--- config.mk ---
export PLATFORM = sky130hd
export DESIGN_NAME = ethiopian_gregorian_date_convert
export DESIGN_NICKNAME = d
export VERILOG_FILES = /design/src/rtl/ethgc_pkg.sv /design/src/rtl/ethiopian_gregorian_date_convert.sv
export SDC_FILE = /design/constraint.sdc
export NUM_CORES = 1
export LEC_CHECK = 0
export BUFFER_PORTS_ARGS = -buffer_cell sky130_fd_sc_hd__buf_2
export CAP_MARGIN = 20
export CELL_PAD_IN_SITES_DETAIL_PLACEMENT = 0
export CELL_PAD_IN_SITES_GLOBAL_PLACEMENT = 2
export CORE_ASPECT_RATIO = 2
export CORE_MARGIN = 4
export CORE_UTILIZATION = 40
export CTS_CLUSTER_DIAMETER = 120
export CTS_CLUSTER_SIZE = 10
export DETAILED_ROUTE_END_ITERATION = 8
export MAX_ROUTING_LAYER = met4
export PLACE_DENSITY_LB_ADDON = 0.1
export SLEW_MARGIN = 20
export SYNTH_ARGS = -nofsm -noshare
export SYNTH_HDL_FRONTEND = slang
export SYNTH_SLANG_ARGS = --single-unit
--- constraint.sdc ---
create_clock -name clock -period 6.6 [get_ports clock]
set_input_delay 0.66 -clock clock [delete_from_list [all_inputs] [get_ports clock]]
set_output_delay 0.66 -clock clock [all_outputs]
set_load 0.01 [all_outputs]
--- src/rtl/ethgc_pkg.sv ---
`default_nettype none
package ethgc_pkg;

   localparam logic DIR_G2E = 1'b0;
   localparam logic DIR_E2G = 1'b1;

   localparam logic [11:0] GREG_LO = 12'd1901;
   localparam logic [11:0] GREG_HI = 12'd2099;
   localparam logic [11:0] ETH_LO  = 12'd1893;
   localparam logic [11:0] ETH_HI  = 12'd2092;
   localparam logic [11:0] GREG_NONLEAP_LO = 12'd1900;
   localparam logic [11:0] ETH_YEAR_OFFSET = 12'd7;

   localparam logic [4:0] ETH_MONTH_DAYS = 5'd30;
   localparam logic [3:0] PAGUME         = 4'd13;
   localparam logic [8:0] NEW_YEAR_DOY   = 9'd253;
   localparam logic [8:0] PRIOR_YEAR_ADJ = 9'd112;

   typedef struct packed {
      logic        req_type;
      logic [11:0] in_year;
      logic [3:0]  in_month;
      logic [4:0]  in_day;
   } req_payload_type;

   typedef struct packed {
      logic [11:0] out_year;
      logic [3:0]  out_month;
      logic [4:0]  out_day;
      logic        date_valid;
   } rsp_payload_type;

   function automatic logic [8:0] before_month(input logic [3:0] m, input logic leap);
      logic [8:0] base;
      unique case (m)
         4'd2:    base = 9'd31;
         4'd3:    base = 9'd59;
         4'd4:    base = 9'd90;
         4'd5:    base = 9'd120;
         4'd6:    base = 9'd151;
         4'd7:    base = 9'd181;
         4'd8:    base = 9'd212;
         4'd9:    base = 9'd243;
         4'd10:   base = 9'd273;
         4'd11:   base = 9'd304;
         4'd12:   base = 9'd334;
         default: base = 9'd0;
      endcase
      return base + 9'((leap && (m > 4'd2)) ? 1 : 0);
   endfunction

   function automatic logic [4:0] month_len(input logic [3:0] m, input logic leap);
      logic [4:0] len;
      unique case (m)
         4'd2:                      len = leap ? 5'd29 : 5'd28;
         4'd4, 4'd6, 4'd9, 4'd11:   len = 5'd30;
         4'd1, 4'd3, 4'd5, 4'd7,
         4'd8, 4'd10, 4'd12:        len = 5'd31;
         default:                   len = 5'd0;
      endcase
      return len;
   endfunction

endpackage
`default_nettype wire

--- src/rtl/ethiopian_gregorian_date_convert.sv ---
`default_nettype none
// Converts one date per beat between the Gregorian and Ethiopian calendars
// (req_type 0: Gregorian to Ethiopian, 1: Ethiopian to Gregorian). The
// Gregorian side must lie in 1901..2099; an invalid or out-of-range date
// returns date_valid 0 with a zero date. Four register stages (check, day
// offset, reciprocal multiply or year rollover, month split into the output
// register) sustain a rate of one beat per cycle while rsp_ready stays high;
// each stage holds under back-pressure and takes a new beat as soon as the
// stage after it frees up.
module ethiopian_gregorian_date_convert
   import ethgc_pkg::*;
(
   input  wire             clock,
   input  wire             reset,
   input  wire             req_valid,
   output logic            req_ready,
   input  req_payload_type req_data,
   output logic            rsp_valid,
   input  wire             rsp_ready,
   output rsp_payload_type rsp_data
);

   logic en_a, en_b, en_c, en_o;

   // stage a: check input, base Gregorian year and leap flags
   logic        va_ff;
   logic        dir_a_ff, dir_a_in;
   logic        ok_a_ff, ok_a_in;
   logic [11:0] g_a_ff, g_a_in;
   logic [3:0]  m_a_ff;
   logic [4:0]  d_a_ff;
   logic        lcur_a_ff, lcur_a_in;
   logic        lnext_a_ff, lnext_a_in;

   // stage b: day offset
   logic        vb_ff;
   logic        dir_b_ff;
   logic        ok_b_ff;
   logic [11:0] yr_b_ff, yr_b_in;
   logic [9:0]  val_b_ff, val_b_in;
   logic        lcur_b_ff;

   // stage c: month quotient estimate or year rollover
   logic        vc_ff;
   logic        dir_c_ff;
   logic        ok_c_ff, ok_c_in;
   logic [11:0] yr_c_ff, yr_c_in;
   logic [9:0]  val_c_ff, val_c_in;
   logic [3:0]  q_c_ff, q_c_in;
   logic        leap_c_ff, leap_c_in;

   // output register
   logic            vo_ff;
   rsp_payload_type rsp_ff, rsp_in;

   assign en_o      = !vo_ff || rsp_ready;
   assign en_c      = !vc_ff || en_o;
   assign en_b      = !vb_ff || en_c;
   assign en_a      = !va_ff || en_b;
   assign req_ready = en_a;
   assign rsp_valid = vo_ff;
   assign rsp_data  = rsp_ff;

   always_comb begin
      logic [11:0] y;
      logic [3:0]  m;
      logic [4:0]  d;
      logic        g_ok, e_ok;
      logic [4:0]  pag_len;
      y = req_data.in_year;
      m = req_data.in_month;
      d = req_data.in_day;
      g_ok = (y >= GREG_LO) && (y <= GREG_HI) && (m >= 4'd1) && (m <= 4'd12)
             && (d >= 5'd1) && (d <= month_len(m, y[1:0] == 2'd0));
      pag_len = (y[1:0] == 2'd3) ? 5'd6 : 5'd5;
      e_ok = (y >= ETH_LO) && (y <= ETH_HI) && (m >= 4'd1) && (m <= PAGUME)
             && (d >= 5'd1) && (d <= ETH_MONTH_DAYS)
             && !((m == PAGUME) && (d > pag_len));
      dir_a_in   = req_data.req_type;
      ok_a_in    = (dir_a_in == DIR_E2G) ? e_ok : g_ok;
      g_a_in     = (dir_a_in == DIR_E2G) ? y + ETH_YEAR_OFFSET : y;
      lcur_a_in  = (g_a_in[1:0] == 2'd0) && (g_a_in != GREG_NONLEAP_LO);
      lnext_a_in = (g_a_in[1:0] == 2'd3) && (g_a_in != GREG_HI);
   end

   always_comb begin
      logic [8:0] ny, doy, off;
      logic       ge;
      ny  = NEW_YEAR_DOY + 9'(lcur_a_ff) + 9'(lnext_a_ff);
      doy = before_month(m_a_ff, lcur_a_ff) + 9'(d_a_ff) - 9'd1;
      ge  = doy >= ny;
      off = ge ? doy - ny : doy + PRIOR_YEAR_ADJ - 9'(lcur_a_ff);
      if (dir_a_ff == DIR_E2G) begin
         yr_b_in  = g_a_ff;
         val_b_in = 10'(ny) + 10'(m_a_ff - 4'd1) * 10'(ETH_MONTH_DAYS)
                    + 10'(d_a_ff) - 10'd1;
      end else begin
         yr_b_in  = ge ? g_a_ff - ETH_YEAR_OFFSET : g_a_ff - ETH_YEAR_OFFSET - 12'd1;
         val_b_in = 10'(off);
      end
   end

   always_comb begin
      logic [14:0] prod;
      logic [9:0]  ylen;
      logic        roll;
      prod = 15'(val_b_ff) * 15'd17;
      ylen = 10'd365 + 10'(lcur_b_ff);
      roll = val_b_ff >= ylen;
      q_c_in = prod[12:9];
      if (dir_b_ff == DIR_E2G) begin
         yr_c_in  = roll ? yr_b_ff + 12'd1 : yr_b_ff;
         val_c_in = roll ? val_b_ff - ylen : val_b_ff;
         ok_c_in  = ok_b_ff && (yr_c_in >= GREG_LO) && (yr_c_in <= GREG_HI);
      end else begin
         yr_c_in  = yr_b_ff;
         val_c_in = val_b_ff;
         ok_c_in  = ok_b_ff;
      end
      leap_c_in = yr_c_in[1:0] == 2'd0;
   end

   always_comb begin
      logic [9:0] r0;
      logic [3:0] q, gm;
      logic [9:0] r;
      logic [8:0] doy, dd;
      r0 = val_c_ff - 10'(q_c_ff) * 10'(ETH_MONTH_DAYS);
      if (r0 >= 10'(ETH_MONTH_DAYS)) begin
         q = q_c_ff + 4'd1;
         r = r0 - 10'(ETH_MONTH_DAYS);
      end else begin
         q = q_c_ff;
         r = r0;
      end
      doy = val_c_ff[8:0];
      gm  = 4'd1;
      for (int k = 2; k <= 12; k++) begin
         if (doy >= before_month(4'(k), leap_c_ff)) gm = 4'(k);
      end
      dd = doy - before_month(gm, leap_c_ff) + 9'd1;
      rsp_in = '0;
      if (ok_c_ff) begin
         rsp_in.out_year   = yr_c_ff;
         rsp_in.date_valid = 1'b1;
         if (dir_c_ff == DIR_E2G) begin
            rsp_in.out_month = gm;
            rsp_in.out_day   = dd[4:0];
         end else begin
            rsp_in.out_month = q + 4'd1;
            rsp_in.out_day   = r[4:0] + 5'd1;
         end
      end
   end

   always_ff @(posedge clock) begin
      if (reset) begin
         va_ff <= 1'b0;
         vb_ff <= 1'b0;
         vc_ff <= 1'b0;
         vo_ff <= 1'b0;
      end else begin
         if (en_a) va_ff <= req_valid;
         if (en_b) vb_ff <= va_ff;
         if (en_c) vc_ff <= vb_ff;
         if (en_o) vo_ff <= vc_ff;
      end
   end

   always_ff @(posedge clock) begin
      if (en_a) begin
         dir_a_ff   <= dir_a_in;
         ok_a_ff    <= ok_a_in;
         g_a_ff     <= g_a_in;
         m_a_ff     <= req_data.in_month;
         d_a_ff     <= req_data.in_day;
         lcur_a_ff  <= lcur_a_in;
         lnext_a_ff <= lnext_a_in;
      end
      if (en_b) begin
         dir_b_ff  <= dir_a_ff;
         ok_b_ff   <= ok_a_ff;
         yr_b_ff   <= yr_b_in;
         val_b_ff  <= val_b_in;
         lcur_b_ff <= lcur_a_ff;
      end
      if (en_c) begin
         dir_c_ff  <= dir_b_ff;
         ok_c_ff   <= ok_c_in;
         yr_c_ff   <= yr_c_in;
         val_c_ff  <= val_c_in;
         q_c_ff    <= q_c_in;
         leap_c_ff <= leap_c_in;
      end
      if (en_o) begin
         rsp_ff <= rsp_in;
      end
   end

endmodule
`default_nettype wire
# Yosys cells after proc, flatten, opt, wreduce, memory -nomap -nowiden
# Memory sizes are Yosys's and may differ from the RTL's. A register that Yosys moved wholly into a read port is not among the register bits.
# Cells that the tools add are included.
[totals]
regBits = 105
romBits = 288
inputBits = 26
elab_cells = 179
memories = 2
[mem_list]
columns = ["name", "words", "word_bits", "rd", "rd_clocked_by_memory_dff", "write_ports", "line_no", "text"]
rows = [
  ["(no name shown)", 16, 9, 1, 0, 0, "ethgc_pkg.sv:35", "unique case (m)"],
  ["(no name shown)", 16, 9, 1, 1, 0, "ethgc_pkg.sv:35", ""],
]
[op_classes]
add_sub_neg = 36
multipliers = 3
magnitude_cmp = 29
eq_ne = 17
mux = 33
n_reduce_logical = 32
[ops]
columns = ["operator", "n"]
rows = [
  ["9-bit >= comparator", 11],
  ["12-bit 2-to-1 mux", 5],
  ["4-bit 2-to-1 mux", 12],
  ["8-bit by 9-bit adder with 9-bit output, first input constant", 4],
  ["12-bit by 11-bit >= comparator with 1-bit output, second input constant", 3],
  ["12-bit <= comparator, second input constant", 3],
  ["9-bit 2-to-1 mux", 3],
  ["4-bit == test, second input constant", 6],
  ["10-bit 2-to-1 mux", 2],
  ["7-bit by 9-bit adder with 9-bit output, first input constant", 2],
  ["9-bit by 1-bit adder with 9-bit output", 2],
  ["9-bit adder, first input constant", 2],
  ["1-bit logical AND", 18],
  ["4-bit by 3-bit == test with 1-bit output, second input constant", 4],
  ["5-bit case mux with 3 select lines", 1],
  ["10-bit by 5-bit multiplier with 13-bit output, second input constant", 1],
  ["12-bit by 1-bit adder with 12-bit output, second input constant", 1],
  ["12-bit by 3-bit adder with 12-bit output, second input constant", 1],
  ["12-bit by 11-bit != test with 1-bit output, second input constant", 1],
  ["12-bit != test, second input constant", 1],
  ["12-bit by 1-bit subtractor with 12-bit output, second input constant", 1],
  ["12-bit by 3-bit subtractor with 12-bit output, second input constant", 1],
  ["10-bit by 5-bit adder with 10-bit output", 1],
  ["5-bit by 1-bit adder with 5-bit output, second input constant", 2],
  ["41 further kinds", 62],
]

# Longest topological paths before layout
# Gate-level depths: netlist (run 1).
[depth]
depth_word = 20
depth_mapped = 23

# Worst setup path after synthesis (run 1)
# Ideal clock, no wire load.
[synth_path]
path_type = "register to register"
from = "register q_c_ff[2]"
to = "register rsp_ff (netlist bit rsp_data[8]), data pin"
arrival_ps = 4716
required_ps = 6345
slack_ps = 1630
stages_incl_launch_ff = 22
period_less_slack_ps = 4970
cell_sequence = "edfxtp_1 > fa_1 > inv_1 > fa_1 > inv_1 > ha_1 > a21o_1 > a21oi_1 > xnor2_1 > ha_1 > and3_1 > a21oi_1 > nand3b_1 > xor2_1 > a2111o_1 > nor2_4 > o21ai_0 > ha_1 > xnor2_1 > xnor2_1 > mux2i_1 > and2_1"
[synth_via]
elab_chain_cells = 6
elab_cells_between_ends = 7
cone_classes = "add/sub: 3; mul: 1; order compare: 1; mux: 2"
[synth_rtl]
columns = ["element", "line_no", "text"]
rows = [
  ["start, declared", "ethiopian_gregorian_date_convert.sv:49", "logic [3:0] q_c_ff, q_c_in;"],
  ["start signal, assigned", "ethiopian_gregorian_date_convert.sv:192", "q_c_ff <= q_c_in;"],
  ["4-bit by 4-bit multiplier with 8-bit output", "ethiopian_gregorian_date_convert.sv:128", "r0 = val_c_ff - 10'(q_c_ff) * 10'(ETH_MONTH_DAYS);"],
  ["10-bit by 9-bit subtractor with 10-bit output", "ethiopian_gregorian_date_convert.sv:128", ""],
  ["10-bit by 5-bit >= comparator with 1-bit output", "ethiopian_gregorian_date_convert.sv:129", "if (r0 >= 10'(ETH_MONTH_DAYS)) begin"],
  ["4-bit 2-to-1 mux *", "ethiopian_gregorian_date_convert.sv:129", ""],
  ["4-bit by 1-bit adder with 4-bit output *", "ethiopian_gregorian_date_convert.sv:150", "rsp_in.out_month = q + 4'd1;"],
  ["9-bit 2-to-1 mux *", "ethiopian_gregorian_date_convert.sv:146", "if (dir_c_ff == DIR_E2G) begin"],
  ["end signal, assigned", "ethiopian_gregorian_date_convert.sv:196", "rsp_ff <= rsp_in;"],
  ["end, declared", "ethiopian_gregorian_date_convert.sv:54", "rsp_payload_type rsp_ff, rsp_in;"],
]
# Mark *: on every way between the ends. The rest lies on a longest branch, timed or not.
# A chain may end at the register's enable or synchronous reset.

# Final worst setup path (run 1)
# Ends and elaborated chain as after synthesis.

==> out/metrics.csv, run 1 <==
stage;metric;value;unit
worst_setup_path;path_delay_family;adder cells;
placement;routabilityCongestion;0.843;
hold_path;hp-class;primary input to flip-flop;
route;firstDrtPassIters;4;
worst_setup_path;slowest_delay;0.59;ns
worst_setup_path;critPathKind;flip-flop to flip-flop;
route;wl_met2;14800;um
cts;cts_tree;built;
logic_synthesis;ys_types;76;
sta;hold_viol_final;0;
worst_setup_path;required;6.78;ns
route;vias_per_cell;5.16;
worst_setup_path;critPathBufInv;2;
sta;tightest_slew;0.872;ns
cts;cts_root_buf;clkbuf_16;
route;m1WireLength;7730;um
route;routedWlPerCell;16.4;um
route;drc_errors;0;
logic_synthesis;avgSynthCellArea;9.32;sq um
cts;cts_resized;0;
worst_setup_path;arrival;5.51;ns
sta;slew_headroom;0.418;
cts;clkLatencyLatePin;0.43;ns
logic_synthesis;yosysSeqAreaShare;0.327;
logic_synthesis;yosys_warnings;0;
flow_run;drv_cap;0;
logic_synthesis;syn-num-nets;1250;
route;drt.antenna.violating_nets;0;
sta;fmax;0.188;GHz
sta;grt_setup_unrepaired;false;
die;core;24900;sq um
grt;antenna_found_initial;0;
final_layout;area_growth;12.1;%
route;drt_iter0_drc;183;
cts;clock_sinks;114;
final_layout;postLayoutCoreUtil;0.453;
sta;layout_worst_path_cycle_share;0.808;
logic_synthesis;synthFlopType;edfxtp_1;
die;row_count;82;
sta;min_period;5.33;ns
cts;hold_buffers;0;
cts;clockBufferDepth;2;
cts;ctsHtreeMaxLevel;4;
grt;grt_pass1_wl;39100;um
die;die_area;28000;sq um
outcome;run_status;completed;
sta;finalMaxSlewViolations;0;
placement;hpwl;20400;um
worst_setup_path;crit_path_end_kind;flip-flop;
cts;clkTransAtPathRegs;0.06;ns
route;wirelength;24200;um
die;start_util;0.404;
placement;port_buffers;49;
sta;clock_skew;0.00861;ns
worst_setup_path;worstSetupStartpointType;flip-flop;
worst_setup_path;path_cells;fa_1 -> inv_1 -> fa_1 -> inv_1 -> ha_1 -> a21o_1 -> a21oi_1 -> xnor2_1 -> ha_1 -> and3_1 -> a21oi_1 -> nand3b_1 -> xor2_1 -> a2111o_1 -> nor2_4 -> o21ai_0 -> ha_1 -> xnor2_1 -> xnor2_1 -> mux2i_1 -> and2_1;
final_layout;drive_above_1_share;0.104;
logic_synthesis;synth_seq_cells;114;
grt;grt_pass1_vias;7805;
final_layout;nFillCells;2523;
logic_synthesis;syn-cell-area;10100;sq um
route;dr_wl_met3;421;um
worst_setup_path;critical-path-slowest-cell;fa_1;
logic_synthesis;async_flop_share;0;
logic_synthesis;synth_edf_count;101;
cts;cts_made_buffers;17;
grt;track_usage;0.186;
logic_synthesis;netlist_instances;1082;
route;top_layer_used;met4;
final_layout;num_antenna_cells;0;
die;boundaryPins;50;
worst_setup_path;crit_fanout;9;
final_layout;final_nets;1294;
grt;overflow;0;
cts;cts_setup_buffers;0;
die;die_h;233;um
route;vias;7610;
sta;setup_tns;0;ns
grt;grt_max_degree;33;
die;fp.dieW;120;um
sta;finalSetupViolations;0;
-- kinds of logic (layout without fill, tap and decap cells) --
family,Yosys count,in the layout,synth area share
flops,114,114,0.327
fa+ha+maj,142,142,0.190
compound gates,236,236,0.154
simple gates,307,307,0.154
mux,20,20,0.0206
buf+inv,158,215,0.0598
xor+xnor,105,105,0.0942
-- cells in the final DEF, fill, tap and decap left out, types with 29 or more instances in the layout --
cell type    n
nand3_1     29
ha_1       123
nand2_1     81
inv_1      127
o21ai_0     50
xor2_1      46
edfxtp_1   101
xnor2_1     55
a21oi_1     64
buf_2       49
nor2_1      61
-- layout make-up --
type	instances	area (sq um)	area share
multi-input combinational	810	6190	0.548
sequential	114	3290	0.291
inverter	127	477	0.0422
clock buffer	17	425	0.0376
tap	336	420	0.0372
timing repair buffer	56	298	0.0264
clock inverter	15	199	0.0176
-- registers in the layout (all words and copies together) (netlist names), named ones only --
register,cells
vb_ff,1
lnext_a_ff,1
lcur_a_ff,1
leap_c_ff,1
yr_b_ff,12
dir_b_ff,1
lcur_b_ff,1
val_c_ff,10
ok_a_ff,1
dir_c_ff,1
rsp_data,22
ok_b_ff,1
ok_c_ff,1
d_a_ff,5
vc_ff,1
va_ff,1
q_c_ff,4
m_a_ff,4
rsp_valid,1
dir_a_ff,1
val_b_ff,10
g_a_ff,12
yr_c_ff,12
-- path summary, 6_finish.rpt --
kind,start,end,slack [ns],depth (start not counted)
worst max register to register,q_c_ff[2],rsp_data[8],1.27,21
worst max-delay path,q_c_ff[2],rsp_data[8],1.27,21
worst min register to register,va_ff,vb_ff,0.45,2
worst min-delay path,reset,va_ff,0.44,2
-- routing by layer --
metal / GRT usage / vias up
met5: - / -
met4: 0.101 / 0
met2: 0.388 / 97
li1: - / 3906
met3: 0.0258 / 45
met1: 0.147 / 3562
-- through the flow --
| step | hold WS [ns] | instances | cell area, sq um | setup WS [ns] |
|---|---|---|---|---|
| after floorplan | 0.400 | 1082 | 10100 | 1.63 |
| after global placement | 0.440 | 1443 | 10700 | 1.35 |
| after detailed placement | 0.446 | 1443 | 10700 | 1.25 |
| after CTS | 0.412 | 1475 | 11300 | 1.23 |
| after global routing | 0.437 | 1475 | 11300 | 0.866 |
| final | 0.435 | 1475 | 11300 | 1.27 |
-- cells in the mapped netlist (3+ instances only) --
cell / n / area share
inv_1: 127 / 0.047
edfxtp_1: 101 / 0.30
nor3b_1: 4 / 0.0030
nor3_1: 16 / 0.0079
or4_1: 5 / 0.0037
nand4_1: 9 / 0.0056
o21ai_0: 50 / 0.025
mux2i_1: 14 / 0.014
fa_1: 19 / 0.038
a21o_1: 14 / 0.010
and2_1: 23 / 0.014
nand2b_1: 14 / 0.0087
dfxtp_1: 13 / 0.026
o21ai_1: 10 / 0.0050
o211ai_1: 8 / 0.0060
o21bai_1: 5 / 0.0037
o2111ai_1: 5 / 0.0043
a211o_1: 3 / 0.0026
nor2b_1: 19 / 0.012
xnor2_2: 3 / 0.0048
nand3b_1: 12 / 0.0089
and3_1: 11 / 0.0068
a21oi_1: 64 / 0.032
nor4_1: 5 / 0.0031
nor2_1: 61 / 0.023
a211oi_1: 10 / 0.0074
a21oi_2: 4 / 0.0035
mux2_2: 5 / 0.0056
nand4b_1: 4 / 0.0035
nand2_1: 81 / 0.030
o221ai_1: 3 / 0.0026
a22o_1: 3 / 0.0026
a31oi_1: 12 / 0.0074
clkbuf_1: 27 / 0.010
nand3_1: 29 / 0.014
o22ai_1: 4 / 0.0025
xnor2_1: 55 / 0.048
o21a_1: 10 / 0.0074
ha_1: 123 / 0.15
a31o_2: 3 / 0.0026
or3_1: 7 / 0.0043
o31ai_1: 3 / 0.0022
xor2_1: 46 / 0.040
Power of run 1 is left out: the tool's default activity adds up to more than one toggle a clock period on the data nets, which glitch-free logic cannot reach.
==> run 2, diff against run 1 <==
--- a/config.mk
+++ b/config.mk
@@ -11,7 +11,7 @@
 export CELL_PAD_IN_SITES_GLOBAL_PLACEMENT = 2
 export CORE_ASPECT_RATIO = 2
 export CORE_MARGIN = 4
-export CORE_UTILIZATION = 40
+export CORE_UTILIZATION = 36
 export CTS_CLUSTER_DIAMETER = 120
 export CTS_CLUSTER_SIZE = 10
 export DETAILED_ROUTE_END_ITERATION = 8
==> constraint.sdc (replaced) <==
create_clock -name clock -period 4.32 [get_ports clock]
set_input_delay 0.432 -clock clock [delete_from_list [all_inputs] [get_ports clock]]
set_output_delay 0.432 -clock clock [all_outputs]
set_load 0.01 [all_outputs]
==> run 2 against run 1 <==
Against the previous run:
- the run now ends with negative setup slack left
- cell area is 10% higher
- via count increased by 6.0%
- clock-buffer cell count is 1 higher
- routed wire length rose by 6.5%
- clock skew shrank 0.0021 ns
- first-iteration DRC count increased by 54%
- maximum frequency is 11% higher
- sequential share of layout area decreased by 2.7 points
- highest routed layer unchanged
- global-route usage shrank 0.91 points
- flip-flop and latch count is the same
- hold slack worse by 0.22 ns
==> out/metrics.csv, run 2 (same netlist as run 1, synthesis figures left out) <==
stage;metric;value;unit
outcome;run_status;complete, but fails checks;
outcome;violations;negative setup slack;
cts;cts_tree;built;
placement;hpwl;21600;um
route;drc_errors;0;
grt;global_route.peak_usage_layer;met2;
sta;hold_viol_final;0;
flow_run;drv_cap;0;
worst_setup_path;critical-path-slowest-cell;fa_1;
sta;clock_skew;0.00655;ns
sta;min_period;4.79;ns
worst_setup_path;worstSetupStartpointType;flip-flop;
grt;grt_max_degree;33;
worst_setup_path;critPathKind;flip-flop to flip-flop;
die;die_area;30900;sq um
sta;layout_worst_path_cycle_share;1.11;
die;start_util;0.366;
final_layout;final_nets;1411;
die;die_h;245;um
placement;routabilityCongestion;0.847;
route;drt.antenna.violating_nets;0;
worst_setup_path;path_cells;fa_1 -> inv_1 -> fa_1 -> inv_1 -> ha_1 -> a21o_1 -> a21oi_2 -> xnor2_1 -> ha_1 -> and3_4 -> a21oi_2 -> nand3b_1 -> xor2_1 -> a2111o_1 -> nor2_4 -> xnor2_2 -> ha_4 -> xnor2_2 -> xnor2_1 -> mux2i_1 -> and2_1;
worst_setup_path;slowest_delay;0.57;ns
route;vias;8066;
sta;layout_setup_ws;-0.467;ns
worst_setup_path;path_delay_family;adder cells;
sta;tightest_slew;0.940;ns
route;wirelength;25800;um
cts;clockBufferDepth;2;
die;core;27500;sq um
cts;clkLatencyLatePin;0.43;ns
sta;slew_headroom;0.372;
final_layout;area_growth;23.6;%
die;fp.dieW;126;um
grt;antenna_found_initial;0;
sta;hold-worst-slack;0.213;ns
final_layout;drive_above_1_share;0.217;
grt;grt_pass1_wl;41400;um
sta;fmax;0.209;GHz
grt;grt_pass1_vias;8388;
final_layout;final_common_cell;inv_1;
hold_path;hp-class;primary input to flip-flop;
grt;overflow;0;
worst_setup_path;arrival;4.97;ns
placement;port_buffers;49;
cts;clkTransAtPathRegs;0.06;ns
grt;track_usage;0.177;
sta;grt_setup_unrepaired;true;
sta;finalMaxSlewViolations;0;
final_layout;num_antenna_cells;0;
grt;use_met2;0.364;
die;boundaryPins;50;
worst_setup_path;crit_path_end_kind;flip-flop;
route;drt_iter0_drc;282;
final_layout;layout_common_cells;inv_1, buf_4, ha_1;
route;firstDrtPassIters;4;
cts;clock_sinks;114;
cts;cts_root_buf;clkbuf_16;
worst_setup_path;crit_fanout;4;
route;vias_per_cell;5.02;
worst_setup_path;critPathBufInv;2;
sta;finalSetupViolations;8;
route;routedWlPerCell;16.0;um
cts;ctsHtreeMaxLevel;4;
final_layout;postLayoutCoreUtil;0.452;
die;row_count;86;
grt;grt_util_met3;0.0231;
final_layout;largest_register_ffs;22;
cts;cts_made_buffers;17;
worst_setup_path;required;4.50;ns
grt;met1_usage;0.136;
## run 2: cell types whose count changed in the layout (fill, tap and decap cells not counted), sizes merged
cell,delta
buf,+117
clkbuf,+1
inv,-2
bufinv,+1
## run 2: path summary, 6_finish.rpt
path,depth (start not counted),end,slack [ns],startpoint
worst max-delay path,21,rsp_data[8],-0.47,q_c_ff[2]
worst min-delay path,2,va_ff,0.21,reset
worst min register to register,0,ok_b_ff,0.46,ok_a_ff
worst max register to register,21,rsp_data[8],-0.47,q_c_ff[2]
## run 2: final cells by class
class	instances	area (sq um)
fillers	2765	15100
multi-input cells	810	6400
flip-flops and latches	114	3290
repair buffers	173	1220
inverters	127	477
well taps	352	440
clock buffers	18	429
clock inverters	14	204
## run 2: layer usage
metal | part of all wire | wire [um]
met5 | 0 | 0
met4 | 0.062 | 1610
met3 | 0.017 | 430
met2 | 0.61 | 15800
met1 | 0.31 | 7920
## run 2: per-stage QoR
step,std cells,setup slack [ns],instance area [sq um],setup TNS (ns)
3_5_place_dp,1564,-0.538,11500,-3.46
3_3_place_gp,1564,-0.463,11500,-2.70
6_report,1608,-0.467,12500,-2.65
4_1_cts,1604,-0.488,12300,-2.82
2_1_floorplan,1082,-0.575,10100,-2.63
5_1_grt,1608,-0.737,12500,-4.75
## run 2: worst reg2reg max path: stages, from the launching register on
cell and delay (ns):
edfxtp_1 0.42, fa_1 0.57, inv_1 0.06, fa_1 0.50, inv_1 0.05, ha_1 0.26
a21o_1 0.18, a21oi_2 0.16, xnor2_1 0.08, ha_1 0.34, and3_4 0.19, a21oi_2 0.12
nand3b_1 0.10, xor2_1 0.15, a2111o_1 0.34, nor2_4 0.21, xnor2_2 0.17, ha_4 0.17
xnor2_2 0.11, xnor2_1 0.13, mux2i_1 0.08, and2_1 0.17
## run 2: timing repair
action	4_1_cts	5_1_grt
setup buffers	9	4
pin swaps	7	25
gates resized for setup	18	24
setup endpoints to repair	19	30
hold buffers	0	0
Power of run 2 is left out for the same reason.
==> run 3, diff against run 2 <==
==> constraint.sdc (replaced) <==
create_clock -name clock -period 4.32 [get_ports clock]
set_input_delay 0 -clock clock [delete_from_list [all_inputs] [get_ports clock]]
set_output_delay 0 -clock clock [all_outputs]
set_load 0.01 [all_outputs]
==> run 3 against run 2 <==
Against the previous run:
- the run still ends with negative setup slack left
- final cell count increased by 2.5%
- global-route usage increased by 0.60 points
- critical path depth increased by 1
- via count increased by 2.8%
- highest routed layer unchanged
- core utilization increased by 1.7 points
- hold slack got worse by 0.19 ns
- flip-flop and latch count unchanged
- critical path type unchanged
- register-to-register slack got worse by 0.06 ns
- die area unchanged
- worst setup slack got worse by 0.056 ns
- sequential share of layout area decreased by 0.94 points
==> out/metrics.csv, run 3 (same netlist as run 1, synthesis figures left out) <==
stage;metric;value;unit
worst_setup_path;path_cells;fa_1 -> inv_1 -> fa_1 -> inv_1 -> ha_1 -> a21o_1 -> a21oi_2 -> xnor2_1 -> ha_1 -> and3_4 -> a21oi_2 -> nand3b_1 -> xor2_1 -> a2111o_1 -> nor2_4 -> buf_12 -> xnor2_4 -> ha_4 -> xnor2_2 -> xnor2_1 -> mux2i_1 -> and2_1;
die;fp.dieW;126;um
route;dr_wl_met3;470;um
sta;fmax;0.206;GHz
hold_path;hp-class;primary input to flip-flop;
route;wirelength;26600;um
final_layout;area_growth;28.2;%
sta;layout_setup_ws;-0.523;ns
sta;slew_headroom;0.337;
cts;clkLatencyLatePin;0.43;ns
worst_setup_path;regToRegSetupSlack;-0.52;ns
cts;cts_made_buffers;17;
sta;finalSetupViolations;19;
route;vias;8289;
grt;antenna_found_initial;1;
placement;dp.cells;1569;
route;drt_iter0_drc;313;
die;die_area;30900;sq um
route;top_layer_used;met4;
route;wl_met2;16700;um
sta;layout_worst_path_cycle_share;1.12;
worst_setup_path;crit_path_end_kind;flip-flop;
placement;hpwl;21900;um
cts;clkTransAtPathRegs;0.06;ns
route;vias_per_cell;5.03;
route;firstDrtPassIters;6;
cts;ctsHtreeMaxLevel;4;
placement;place_area;11600;sq um
final_layout;fin_area;12900;sq um
final_layout;fin_cells;1648;
worst_setup_path;critical-path-slowest-cell;fa_1;
final_layout;postLayoutCoreUtil;0.469;
final_layout;multiInputGateArea;6520;sq um
grt;track_usage;0.183;
worst_setup_path;worstSetupStartpointType;flip-flop;
final_layout;ff_latch_area;3290;sq um
hold_path;hold_start;req_data[13];
outcome;violations;negative setup slack;
worst_setup_path;required;4.51;ns
worst_setup_path;rr_worst_depth;22;
grt;grt_pass1_wl;42800;um
sta;setup_tns;-3.33;ns
cts;clock_sinks;114;
grt;overflow;0;
grt;grt_max_degree;33;
final_layout;largest_register_ffs;22;
die;boundaryPins;50;
die;row_count;86;
grt;grt_pass1_vias;8689;
worst_setup_path;critPathLaunch;q_c_ff[0];
sta;clock_skew;0.00812;ns
worst_setup_path;crit_fanout;4;
cts;cts_tree;built;
final_layout;final_nets;1451;
final_layout;num_antenna_cells;0;
worst_setup_path;slowest_delay;0.57;ns
die;start_util;0.366;
sta;hold_viol_final;0;
worst_setup_path;r2r-end;rsp_data[8];
sta;finalMaxSlewViolations;0;
sta;tightest_slew;0.995;ns
worst_setup_path;reg2reg_from;q_c_ff[0];
placement;port_buffers;49;
route;m1WireLength;8120;um
final_layout;drive_above_1_share;0.236;
sta;grt_setup_unrepaired;true;
sta;min_period;4.84;ns
placement;routabilityCongestion;0.819;
outcome;run_status;complete, but fails checks;
final_layout;nFillCells;2743;
cts;cts_root_buf;clkbuf_16;
route;drc_errors;0;
die;core;27500;sq um
cts;clockBufferDepth;2;
worst_setup_path;arrival;5.03;ns
final_layout;layout_common_cells;buf_4, inv_1, ha_1;
worst_setup_path;critPathKind;flip-flop to flip-flop;
route;routedWlPerCell;16.1;um
final_layout;final_common_cell;buf_4;
worst_setup_path;endpoint;rsp_data[8];
route;drt.antenna.violating_nets;0;
die;die_h;245;um
flow_run;drv_cap;0;
run 3: area by class of cell:
cell class	instances	area share
multi-input cells	810	0.505
flip-flops and latches	114	0.255
repair buffers	213	0.123
inverters	127	0.0369
well taps	352	0.0341
clock buffers	17	0.0329
clock inverters	15	0.0133
run 3: worst min-delay path by stage:
stage	to	cells past startpoint	slack, ns
6_report	g_a_ff[4]	2	0.02
3_5_place_dp	va_ff	2	0.23
4_1_cts	g_a_ff[4]	2	0.006
5_1_grt	g_a_ff[4]	2	0.03
3_3_place_gp	vb_ff	2	0.23
2_1_floorplan	va_ff	1	0.07
run 3: metal layers:
metal / vias to the layer above / track usage
met5: - / -
li1: 4201 / -
met1: 3886 / 0.141
met3: 69 / 0.0290
met4: 0 / 0.0982
met2: 133 / 0.383
run 3: worst max-delay path: cells and delay by family (launching register included):
family / cells / cell delay, ns
muxes: 1 / 0.08
adders and majority gates: 5 / 1.78
buffers and inverters: 3 / 0.23
xor gates and xnor gates: 5 / 0.66
and+or+nand+nor: 4 / 0.61
DFF: 1 / 0.42
AOI/OAI and AO/OA: 4 / 0.81
run 3: what timing repair did:
action / 4_1_cts / 5_1_grt
pin swaps: 21 / 28
gates resized for setup: 30 / 45
endpoints found under the setup margin: 30 / 30
endpoints found under the hold margin: 23 / 0
hold buffers: 22 / 0
setup buffers: 17 / 12
gates cloned: 1 / 0
run 3: per-stage QoR:
step / setup slack [ns] / hold slack [ns]
6_report: -0.523 / 0.0236
5_1_grt: -0.724 / 0.0320
4_1_cts: -0.474 / 0.00619
3_5_place_dp: -0.618 / 0.227
3_3_place_gp: -0.656 / 0.226
2_1_floorplan: -0.575 / 0.0691
Power of run 3 is left out for the same reason.
